`config.mk`:
```
export PLATFORM = sky130hd
export DESIGN_NAME = section_latency_profiler_top_flat
export DESIGN_NICKNAME = d
export VERILOG_FILES = /design/src/rtl/slp_pkg.sv /design/src/rtl/slp_if.sv /design/src/rtl/section_latency_profiler_top.sv /design/src/flat_wrapper.sv
export SDC_FILE = /design/constraint.sdc
export NUM_CORES = 2
export LEC_CHECK = 0
export BUFFER_PORTS_ARGS = -buffer_cell sky130_fd_sc_hd__buf_2
export CAP_MARGIN = 10
export CORE_MARGIN = 2
export CORE_UTILIZATION = 51
export CTS_CLUSTER_DIAMETER = 120
export DETAILED_ROUTE_END_ITERATION = 12
export HOLD_SLACK_MARGIN = 0.02
export PLACE_DENSITY_LB_ADDON = 0.05
export SYNTH_ARGS = -nofsm -noshare
export SYNTH_HDL_FRONTEND = slang
export SYNTH_SLANG_ARGS = --single-unit
```
`constraint.sdc`:
```
create_clock -name clk -period 69.2 [get_ports clk]
set_input_delay 17.3 -clock clk [delete_from_list [all_inputs] [get_ports clk]]
set_output_delay 17.3 -clock clk [all_outputs]
set_load 0.01 [all_outputs]
```
`src/rtl/slp_pkg.sv`:
```
package slp_pkg;

    // Table geometry and field widths.
    localparam int SECTION_COUNT = 16;
    localparam int SECTION_W     = 4;
    localparam int CNT_W         = 32;
    localparam int TOTAL_W       = 64;

    // Operation codes carried in the operation field.
    localparam logic [1:0] OP_RECORD = 2'd0;
    localparam logic [1:0] OP_READ   = 2'd1;
    localparam logic [1:0] OP_CLEAR  = 2'd2;

    // Slow-call thresholds in microseconds.
    localparam logic [CNT_W-1:0] THRESH_50MS   = 32'd50000;
    localparam logic [CNT_W-1:0] THRESH_100MS  = 32'd100000;
    localparam logic [CNT_W-1:0] THRESH_500MS  = 32'd500000;
    localparam logic [CNT_W-1:0] THRESH_1000MS = 32'd1000000;

    // The divider retires two quotient bits per cycle.
    localparam int DIV_STEPS = TOTAL_W / 2;
    localparam int DIV_CNT_W = $clog2(DIV_STEPS);

endpackage

```
`src/rtl/slp_if.sv`:
```
// Request channel: one operation word per handshake.
interface slp_req_if;
    logic                              valid;
    logic                              ready;
    logic [1:0]                        operation;
    logic [slp_pkg::SECTION_W-1:0]     section;
    logic [slp_pkg::CNT_W-1:0]         start_us;
    logic [slp_pkg::CNT_W-1:0]         now_us;

    modport source (output valid, operation, section, start_us, now_us, input ready);
    modport sink   (input valid, operation, section, start_us, now_us, output ready);
endinterface

// Response channel: one statistics word per read.
interface slp_rsp_if;
    logic                              valid;
    logic                              ready;
    logic [slp_pkg::SECTION_W-1:0]     read_section;
    logic [slp_pkg::CNT_W-1:0]         call_count;
    logic [slp_pkg::TOTAL_W-1:0]       total_time;
    logic [slp_pkg::CNT_W-1:0]         max_time;
    logic [slp_pkg::CNT_W-1:0]         avg_time;
    logic [slp_pkg::CNT_W-1:0]         slow_50ms;
    logic [slp_pkg::CNT_W-1:0]         slow_100ms;
    logic [slp_pkg::CNT_W-1:0]         slow_500ms;
    logic [slp_pkg::CNT_W-1:0]         slow_1000ms;

    modport source (output valid, read_section, call_count, total_time, max_time, avg_time,
                    slow_50ms, slow_100ms, slow_500ms, slow_1000ms, input ready);
    modport sink   (input valid, read_section, call_count, total_time, max_time, avg_time,
                    slow_50ms, slow_100ms, slow_500ms, slow_1000ms, output ready);
endinterface

```
`src/rtl/section_latency_profiler_top.sv`:
```
// Section latency profiler. Each request word is a record, a read or a clear, and the
// block takes one word at a time. A record computes the elapsed time when it is taken
// and updates the section's counters in the following cycle; a record that is ignored
// (profiling disabled, zero start, or section out of range), a clear and an unknown
// operation leave the block idle. A read fetches the entry, runs the radix-4 restoring
// divider that forms the average (total over calls, 64 by 32 bits, two quotient bits
// per cycle), and loads the response register; it skips the divider when the section
// has no calls. The divider sets the read rate. The response register holds a finished
// result while the next request is taken; a read only waits in its last cycle while
// that register is still full. Clear resets all the per-entry valid bits at once, so no
// sweep is needed after reset or clear. The enabled register resets to 1 and gates
// records only.
module section_latency_profiler_top (
    input  logic               clk,
    input  logic               rst_n,
    slp_req_if.sink            req,
    slp_rsp_if.source          rsp,
    input  logic               cfg_we,
    input  logic               cfg_wdata
);

    typedef enum logic [2:0] {
        S_IDLE,
        S_REC_UPD,
        S_RD_LOAD,
        S_DIV,
        S_FIN
    } state_t;

    localparam int CW = slp_pkg::CNT_W;
    localparam int TW = slp_pkg::TOTAL_W;
    localparam int SW = slp_pkg::SECTION_W;
    localparam int SN = slp_pkg::SECTION_COUNT;

    // Statistics tables, one entry per section.
    logic [CW-1:0] calls_mem [SN];
    logic [TW-1:0] total_mem [SN];
    logic [CW-1:0] max_mem   [SN];
    logic [CW-1:0] s50_mem   [SN];
    logic [CW-1:0] s100_mem  [SN];
    logic [CW-1:0] s500_mem  [SN];
    logic [CW-1:0] s1000_mem [SN];

    // Control and datapath registers.
    state_t                 state_reg, state_next;
    logic                   enabled_reg, enabled_next;
    logic [SN-1:0]          valid_reg, valid_next;
    logic [SW-1:0]          sec_reg, sec_next;
    logic [CW-1:0]          el_reg, el_next;
    logic [CW-1:0]          st_calls_reg, st_calls_next;
    logic [TW-1:0]          st_total_reg, st_total_next;
    logic [CW-1:0]          st_max_reg, st_max_next;
    logic [CW-1:0]          st_s50_reg, st_s50_next;
    logic [CW-1:0]          st_s100_reg, st_s100_next;
    logic [CW-1:0]          st_s500_reg, st_s500_next;
    logic [CW-1:0]          st_s1000_reg, st_s1000_next;
    logic [CW-1:0]          rem_reg, rem_next;
    logic [TW-1:0]          quo_reg, quo_next;
    logic [slp_pkg::DIV_CNT_W-1:0] cnt_reg, cnt_next;

    logic                   out_valid_reg, out_valid_next;
    logic [SW-1:0]          out_sec_reg, out_sec_next;
    logic [CW-1:0]          out_calls_reg, out_calls_next;
    logic [TW-1:0]          out_total_reg, out_total_next;
    logic [CW-1:0]          out_max_reg, out_max_next;
    logic [CW-1:0]          out_avg_reg, out_avg_next;
    logic [CW-1:0]          out_s50_reg, out_s50_next;
    logic [CW-1:0]          out_s100_reg, out_s100_next;
    logic [CW-1:0]          out_s500_reg, out_s500_next;
    logic [CW-1:0]          out_s1000_reg, out_s1000_next;

    // Entry lookup and update terms.
    logic                   req_fire;
    logic                   req_in_range;
    logic                   sec_in_range;
    logic                   hit;
    logic [CW-1:0]          cur_calls, cur_max, cur_s50, cur_s100, cur_s500, cur_s1000;
    logic [TW-1:0]          cur_total;
    logic                   wr_en;

    // Divider step terms.
    logic [CW:0]            div_r1, div_r2, div_d;
    logic                   div_ge1, div_ge2;
    logic [CW-1:0]          div_s1, div_s2;

    assign req.ready = (state_reg == S_IDLE);
    assign req_fire  = req.valid && req.ready;

    assign req_in_range = ({{(32 - SW){1'b0}}, req.section} < 32'(SN));
    assign sec_in_range = ({{(32 - SW){1'b0}}, sec_reg} < 32'(SN));
    assign hit          = sec_in_range && valid_reg[sec_reg];

    // An entry that is not valid reads as zero.
    always_comb
    begin
        cur_calls = '0;
        cur_total = '0;
        cur_max   = '0;
        cur_s50   = '0;
        cur_s100  = '0;
        cur_s500  = '0;
        cur_s1000 = '0;
        if (hit)
        begin
            cur_calls = calls_mem[sec_reg];
            cur_total = total_mem[sec_reg];
            cur_max   = max_mem[sec_reg];
            cur_s50   = s50_mem[sec_reg];
            cur_s100  = s100_mem[sec_reg];
            cur_s500  = s500_mem[sec_reg];
            cur_s1000 = s1000_mem[sec_reg];
        end
    end

    assign wr_en = (state_reg == S_REC_UPD);

    // Two restoring division steps per cycle.
    assign div_d   = {1'b0, st_calls_reg};
    assign div_r1  = {rem_reg, quo_reg[TW-1]};
    assign div_ge1 = (div_r1 >= div_d);
    assign div_s1  = div_ge1 ? CW'(div_r1 - div_d) : div_r1[CW-1:0];
    assign div_r2  = {div_s1, quo_reg[TW-2]};
    assign div_ge2 = (div_r2 >= div_d);
    assign div_s2  = div_ge2 ? CW'(div_r2 - div_d) : div_r2[CW-1:0];

    // Sequencer and next-value logic.
    always_comb
    begin
        state_next     = state_reg;
        enabled_next   = enabled_reg;
        valid_next     = valid_reg;
        sec_next       = sec_reg;
        el_next        = el_reg;
        st_calls_next  = st_calls_reg;
        st_total_next  = st_total_reg;
        st_max_next    = st_max_reg;
        st_s50_next    = st_s50_reg;
        st_s100_next   = st_s100_reg;
        st_s500_next   = st_s500_reg;
        st_s1000_next  = st_s1000_reg;
        rem_next       = rem_reg;
        quo_next       = quo_reg;
        cnt_next       = cnt_reg;
        out_valid_next = out_valid_reg && !rsp.ready;
        out_sec_next   = out_sec_reg;
        out_calls_next = out_calls_reg;
        out_total_next = out_total_reg;
        out_max_next   = out_max_reg;
        out_avg_next   = out_avg_reg;
        out_s50_next   = out_s50_reg;
        out_s100_next  = out_s100_reg;
        out_s500_next  = out_s500_reg;
        out_s1000_next = out_s1000_reg;

        if (cfg_we)
        begin
            enabled_next = cfg_wdata;
        end

        case (state_reg)
            S_IDLE:
            begin
                if (req_fire)
                begin
                    sec_next = req.section;
                    el_next  = req.now_us - req.start_us;
                    case (req.operation)
                        slp_pkg::OP_RECORD:
                        begin
                            if (enabled_reg && (req.start_us != '0) && req_in_range)
                            begin
                                state_next = S_REC_UPD;
                            end
                        end
                        slp_pkg::OP_READ:
                        begin
                            state_next = S_RD_LOAD;
                        end
                        slp_pkg::OP_CLEAR:
                        begin
                            valid_next = '0;
                        end
                        default:
                        begin
                            state_next = S_IDLE;
                        end
                    endcase
                end
            end

            S_REC_UPD:
            begin
                valid_next[sec_reg] = 1'b1;
                state_next          = S_IDLE;
            end

            S_RD_LOAD:
            begin
                st_calls_next = cur_calls;
                st_total_next = cur_total;
                st_max_next   = cur_max;
                st_s50_next   = cur_s50;
                st_s100_next  = cur_s100;
                st_s500_next  = cur_s500;
                st_s1000_next = cur_s1000;
                rem_next      = '0;
                quo_next      = cur_total;
                cnt_next      = '0;
                state_next    = (cur_calls == '0) ? S_FIN : S_DIV;
            end

            S_DIV:
            begin
                rem_next = div_s2;
                quo_next = {quo_reg[TW-3:0], div_ge1, div_ge2};
                cnt_next = cnt_reg + 1'b1;
                if (cnt_reg == slp_pkg::DIV_CNT_W'(slp_pkg::DIV_STEPS - 1))
                begin
                    state_next = S_FIN;
                end
            end

            S_FIN:
            begin
                if (!out_valid_reg || rsp.ready)
                begin
                    out_valid_next = 1'b1;
                    out_sec_next   = sec_reg;
                    out_calls_next = st_calls_reg;
                    out_total_next = st_total_reg;
                    out_max_next   = st_max_reg;
                    out_avg_next   = (st_calls_reg == '0) ? '0 : quo_reg[CW-1:0];
                    out_s50_next   = st_s50_reg;
                    out_s100_next  = st_s100_reg;
                    out_s500_next  = st_s500_reg;
                    out_s1000_next = st_s1000_reg;
                    state_next     = S_IDLE;
                end
            end

            default:
            begin
                state_next = S_IDLE;
            end
        endcase
    end

    // State and registered outputs.
    always_ff @(posedge clk or negedge rst_n)
    begin
        if (!rst_n)
        begin
            state_reg     <= S_IDLE;
            enabled_reg   <= 1'b1;
            valid_reg     <= '0;
            out_valid_reg <= 1'b0;
            cnt_reg       <= '0;
        end
        else
        begin
            state_reg     <= state_next;
            enabled_reg   <= enabled_next;
            valid_reg     <= valid_next;
            out_valid_reg <= out_valid_next;
            cnt_reg       <= cnt_next;
        end
    end

    // Datapath registers carry no reset.
    always_ff @(posedge clk)
    begin
        sec_reg       <= sec_next;
        el_reg        <= el_next;
        st_calls_reg  <= st_calls_next;
        st_total_reg  <= st_total_next;
        st_max_reg    <= st_max_next;
        st_s50_reg    <= st_s50_next;
        st_s100_reg   <= st_s100_next;
        st_s500_reg   <= st_s500_next;
        st_s1000_reg  <= st_s1000_next;
        rem_reg       <= rem_next;
        quo_reg       <= quo_next;
        out_sec_reg   <= out_sec_next;
        out_calls_reg <= out_calls_next;
        out_total_reg <= out_total_next;
        out_max_reg   <= out_max_next;
        out_avg_reg   <= out_avg_next;
        out_s50_reg   <= out_s50_next;
        out_s100_reg  <= out_s100_next;
        out_s500_reg  <= out_s500_next;
        out_s1000_reg <= out_s1000_next;
    end

    // Record update: one read-modify-write of the section's entry.
    always_ff @(posedge clk)
    begin
        if (wr_en)
        begin
            calls_mem[sec_reg] <= cur_calls + 1'b1;
            total_mem[sec_reg] <= cur_total + {{(TW - CW){1'b0}}, el_reg};
            max_mem[sec_reg]   <= (el_reg > cur_max) ? el_reg : cur_max;
            s50_mem[sec_reg]   <= cur_s50 + CW'(el_reg >= slp_pkg::THRESH_50MS);
            s100_mem[sec_reg]  <= cur_s100 + CW'(el_reg >= slp_pkg::THRESH_100MS);
            s500_mem[sec_reg]  <= cur_s500 + CW'(el_reg >= slp_pkg::THRESH_500MS);
            s1000_mem[sec_reg] <= cur_s1000 + CW'(el_reg >= slp_pkg::THRESH_1000MS);
        end
    end

    // Response channel.
    assign rsp.valid        = out_valid_reg;
    assign rsp.read_section = out_sec_reg;
    assign rsp.call_count   = out_calls_reg;
    assign rsp.total_time   = out_total_reg;
    assign rsp.max_time     = out_max_reg;
    assign rsp.avg_time     = out_avg_reg;
    assign rsp.slow_50ms    = out_s50_reg;
    assign rsp.slow_100ms   = out_s100_reg;
    assign rsp.slow_500ms   = out_s500_reg;
    assign rsp.slow_1000ms  = out_s1000_reg;

endmodule
```
`src/flat_wrapper.sv`:
```
// flat-port wrapper written by rule: the top's interface ports become plain ports
module section_latency_profiler_top_flat 
  (clk, rst_n, cfg_we, cfg_wdata, req_valid, req_operation, req_section, req_start_us, req_now_us, req_ready, rsp_valid, rsp_read_section, rsp_call_count, rsp_total_time, rsp_max_time, rsp_avg_time, rsp_slow_50ms, rsp_slow_100ms, rsp_slow_500ms, rsp_slow_1000ms, rsp_ready);
  slp_req_if req_i ();
  slp_rsp_if rsp_i ();
  input  logic clk;
  input  logic rst_n;
  input  logic cfg_we;
  input  logic cfg_wdata;
  input wire logic [$bits(req_i.valid)-1:0] req_valid;
  input wire logic [$bits(req_i.operation)-1:0] req_operation;
  input wire logic [$bits(req_i.section)-1:0] req_section;
  input wire logic [$bits(req_i.start_us)-1:0] req_start_us;
  input wire logic [$bits(req_i.now_us)-1:0] req_now_us;
  output wire logic [$bits(req_i.ready)-1:0] req_ready;
  output wire logic [$bits(rsp_i.valid)-1:0] rsp_valid;
  output wire logic [$bits(rsp_i.read_section)-1:0] rsp_read_section;
  output wire logic [$bits(rsp_i.call_count)-1:0] rsp_call_count;
  output wire logic [$bits(rsp_i.total_time)-1:0] rsp_total_time;
  output wire logic [$bits(rsp_i.max_time)-1:0] rsp_max_time;
  output wire logic [$bits(rsp_i.avg_time)-1:0] rsp_avg_time;
  output wire logic [$bits(rsp_i.slow_50ms)-1:0] rsp_slow_50ms;
  output wire logic [$bits(rsp_i.slow_100ms)-1:0] rsp_slow_100ms;
  output wire logic [$bits(rsp_i.slow_500ms)-1:0] rsp_slow_500ms;
  output wire logic [$bits(rsp_i.slow_1000ms)-1:0] rsp_slow_1000ms;
  input wire logic [$bits(rsp_i.ready)-1:0] rsp_ready;
  assign req_i.valid = req_valid;
  assign req_i.operation = req_operation;
  assign req_i.section = req_section;
  assign req_i.start_us = req_start_us;
  assign req_i.now_us = req_now_us;
  assign req_ready = req_i.ready;
  assign rsp_valid = rsp_i.valid;
  assign rsp_read_section = rsp_i.read_section;
  assign rsp_call_count = rsp_i.call_count;
  assign rsp_total_time = rsp_i.total_time;
  assign rsp_max_time = rsp_i.max_time;
  assign rsp_avg_time = rsp_i.avg_time;
  assign rsp_slow_50ms = rsp_i.slow_50ms;
  assign rsp_slow_100ms = rsp_i.slow_100ms;
  assign rsp_slow_500ms = rsp_i.slow_500ms;
  assign rsp_slow_1000ms = rsp_i.slow_1000ms;
  assign rsp_i.ready = rsp_ready;
  section_latency_profiler_top u_core (.clk(clk), .rst_n(rst_n), .req(req_i), .rsp(rsp_i), .cfg_we(cfg_we), .cfg_wdata(cfg_wdata));
endmodule
```
==> run_results.csv <==
group,metric,value,unit
sta,fin_skew,27.1,ps
place,gp_congestion,0.840,
final_layout,largest_reg_flops,1024,
logic_synthesis,synth-main-ff-cell,"edfxtp_1",
final_layout,n_fill_cell,27400,
detailed_routing,wire_per_inst,32.8,um
grt,overflow,0,
critical_path,endpoint_kind,"register",
place,dp_hpwl,277000,um
logic_synthesis,ys_seq_area_frac,0.753,
cts,cts_setup_buffers,0,
detailed_routing,dr.pass1.iters,6,
final_layout,final_cells,15100,
logic_synthesis,synthCells,8919,
cts,cts_resized,0,
floorplan,initial_utilization,0.511,
final_layout,regArea,144000,um2
final_layout,finish.net_count,9915,
logic_synthesis,synth_cell_types,84,
detailed_routing,ant_nets,0,
floorplan,die_area,380000,um2
grt,grt_usage,0.259,
floorplan,ios,370,
sta,setup_viol,0,
cts,clockBufferDepth,4,
sta,relSlewSlack,0.165,
critical_path,cp_max_fo,7,
cts,insertion_delay,1020,ps
grt,antenna_found_initial,16,
place,io_buffer_count,369,
place,dp.cells,14100,
grt,grt_max_degree,121,
critical_path,cp.required,69950,ps
final_layout,area_delta_synth_final,12.7,%
sta,period_share,0.289,
floorplan,chipHeight,617,um
critical_path,critPathMostFrequentCell,"a21oi_1",
detailed_routing,drt_wl_total,494000,um
logic_synthesis,synth_area_leaders,"edfxtp_1, mux4_2, mux4_1",
critical_path,setup.worst_path.class,"input pin to register",
logic_synthesis,yosysMostFrequentCell,"edfxtp_1",
critical_path,path_cells,"buf_2 -> inv_1 -> ha_1 -> a21o_1 -> a21o_1 -> a21oi_1 -> nor2b_1 -> nor3_1 -> a211oi_1 -> or3_1 -> a21oi_1 -> o21bai_1 -> a21oi_1 -> xnor2_1",
critical_path,worstSetupStartpointType,"input pin",
logic_synthesis,synth.largest_area_cell,"edfxtp_1",
power_and_ir_drop,leakagePower,71.6,nW
logic_synthesis,synth_top_area_share,0.749,
sta,drv_slew,0,
floorplan,core,375000,um2
sta,setup_tns,0,ps
cts,cts_tree,"built",
floorplan,fp.dieW,617,um
logic_synthesis,async_reset_ff_frac,0.00541,
sta,fmax,50.0,MHz
detailed_routing,num_vias,93300,
final_layout,final_layout_size_suffix_gt1_frac,0.261,
min_path,hold_path_class,"register to register",
logic_synthesis,synthesis.area,191000,um2
cts,clkTransAtPathRegs,60,ps
logic_synthesis,ys_ff_latch,4806,
sta,min_period,19980,ps
cts,cts_made_buffers,518,
cts,cts_root_buf,"clkbuf_16",
critical_path,critPathSlowestCell,"nor3_1",
logic_synthesis,synth_edf_count,4776,
min_path,hold_depth,0,
detailed_routing,viasPerCell,6.19,
floorplan,row_count,225,
sta,hold_viol,0,
grt,grt_pass1_vias,96300,
final_layout,multiInputGateArea,44300,um2
critical_path,rr_worst_depth,21,
cts,htreeDepth,6,
sta,tightest_slew,1250,ps
logic_synthesis,synth_top_cells_by_count,"edfxtp_1, mux4_2, nand2_1, and2_1, nor2_1",
sta,rsz0062_at_grt,"false",
logic_synthesis,synth_nets,9170,
logic_synthesis,postSynthAreaPerCell,21.5,um2
critical_path,max_stage_delay,780,ps
cts,clock_sinks,4806,
detailed_routing,first_iter_violations,9648,
final_layout,largest_register,"u_core.total_mem",
logic_synthesis,yosys_warnings,0,
grt,grt_pass1_wl,703000,um
cts,cts.hold.buffers_added,0,
power_and_ir_drop,powerDensity,41.1,nW/um2
detailed_routing,drc,0,
power_and_ir_drop,ir_drop,26.1,uV
outcome,status,"finished, final reports clean",
job,drv_cap,0,
critical_path,critPathArrivalTime,20730,ps
[metrics by stage]
stage                     area, um2  hold WS, ps  worst slack, ps  power (mW)   util
final                        216000          414            49220        8.86  0.576
after global routing         216000          416            48980        9.21  0.576
after CTS                    215000          415            49250        8.92  0.575
after detailed placement     199000          405            48200        6.25  0.532
after global placement       199000          401            48150        6.18  0.532
after floorplan              191000          400            29570        5.58      -
[cell families after synthesis]
logic type,after synthesis,share of synthesized area
flops,4806,0.753
mux,1388,0.158
compound gates,460,0.0154
fa+ha+maj,175,0.0116
xor+xnor,280,0.0128
simple gates,1226,0.0321
buf+inv,584,0.0171
[final timing paths]
path	start	slack, ps	end
worst max-delay path	req_start_us[11]	49220	u_core.el_reg[28]$_DFFE_PP_
worst min-delay path	u_core.st_s50_reg[13]$_DFFE_PP_	410	u_core.rsp.slow_50ms[13]$_DFFE_PP_
worst max register to register	register	60020	u_core.max_mem[0][11]$_DFFE_PP_
max in group asynchronous	rst_n	52410	u_core.state_reg[0]$_DFFE_PN0P_
worst min register to register	u_core.st_s50_reg[13]$_DFFE_PP_	410	u_core.rsp.slow_50ms[13]$_DFFE_PP_
min in group asynchronous	rst_n	16340	u_core.valid_reg[0]$_DFFE_PN0P_
[where the power goes]
part           switching [mW]  total [mW]  internal, mW  leakage (nW)
Sequential              0.106        3.91          3.81          44.5
Clock                    1.12        2.69          1.57          7.97
Combinational            1.40        2.26         0.859          19.2
Total                    2.62        8.86          6.23          71.6
[placed cells by master (no fill, tap or decap), types with 42 or more instances in the layout]
cell / count
nand4_1: 49
clkbuf_1: 103
mux4_2: 1187
nor3_1: 43
nor2b_1: 64
a21oi_1: 132
nor2_1: 181
buf_2: 369
and2_1: 214
buf_4: 223
o21ai_0: 93
bufinv_16: 42
nand3_1: 89
and3_1: 57
inv_1: 189
edfxtp_1: 4776
mux2_2: 63
a21o_1: 69
xnor2_1: 194
clkbuf_16: 534
mux4_1: 90
nand2_1: 379
clkinv_1: 106
mux2i_1: 47
clkinv_2: 79
ha_1: 171
xor2_1: 85
[area by class of cell]
cell class,count,area share
Timing Repair Buffer,616,0.0185
Clock buffer,637,0.0637
Tap cell,4994,0.0290
Sequential cell,4806,0.668
Multi-Input combinational cell,3529,0.205
Clock inverter,277,0.0119
Antenna cell,12,0.000139
Inverter,193,0.00337
[layer usage]
metal	part of all wire	GRT usage	vias up
met2	0.51	0.441	3120
met4	0.030	0.0722	0
met5	0	0	-
met3	0.057	0.0341	701
met1	0.41	0.353	51000
li1	-	-	38500
[worst max-delay path, delay by kind of cell]
kind,cells,cell delay (ps)
compound gates,7,1610
fa+ha+maj,1,370
xor+xnor,1,80
simple gates,3,1240
buf+inv,2,130
Note: power is estimated with default switching activity, not from simulation.
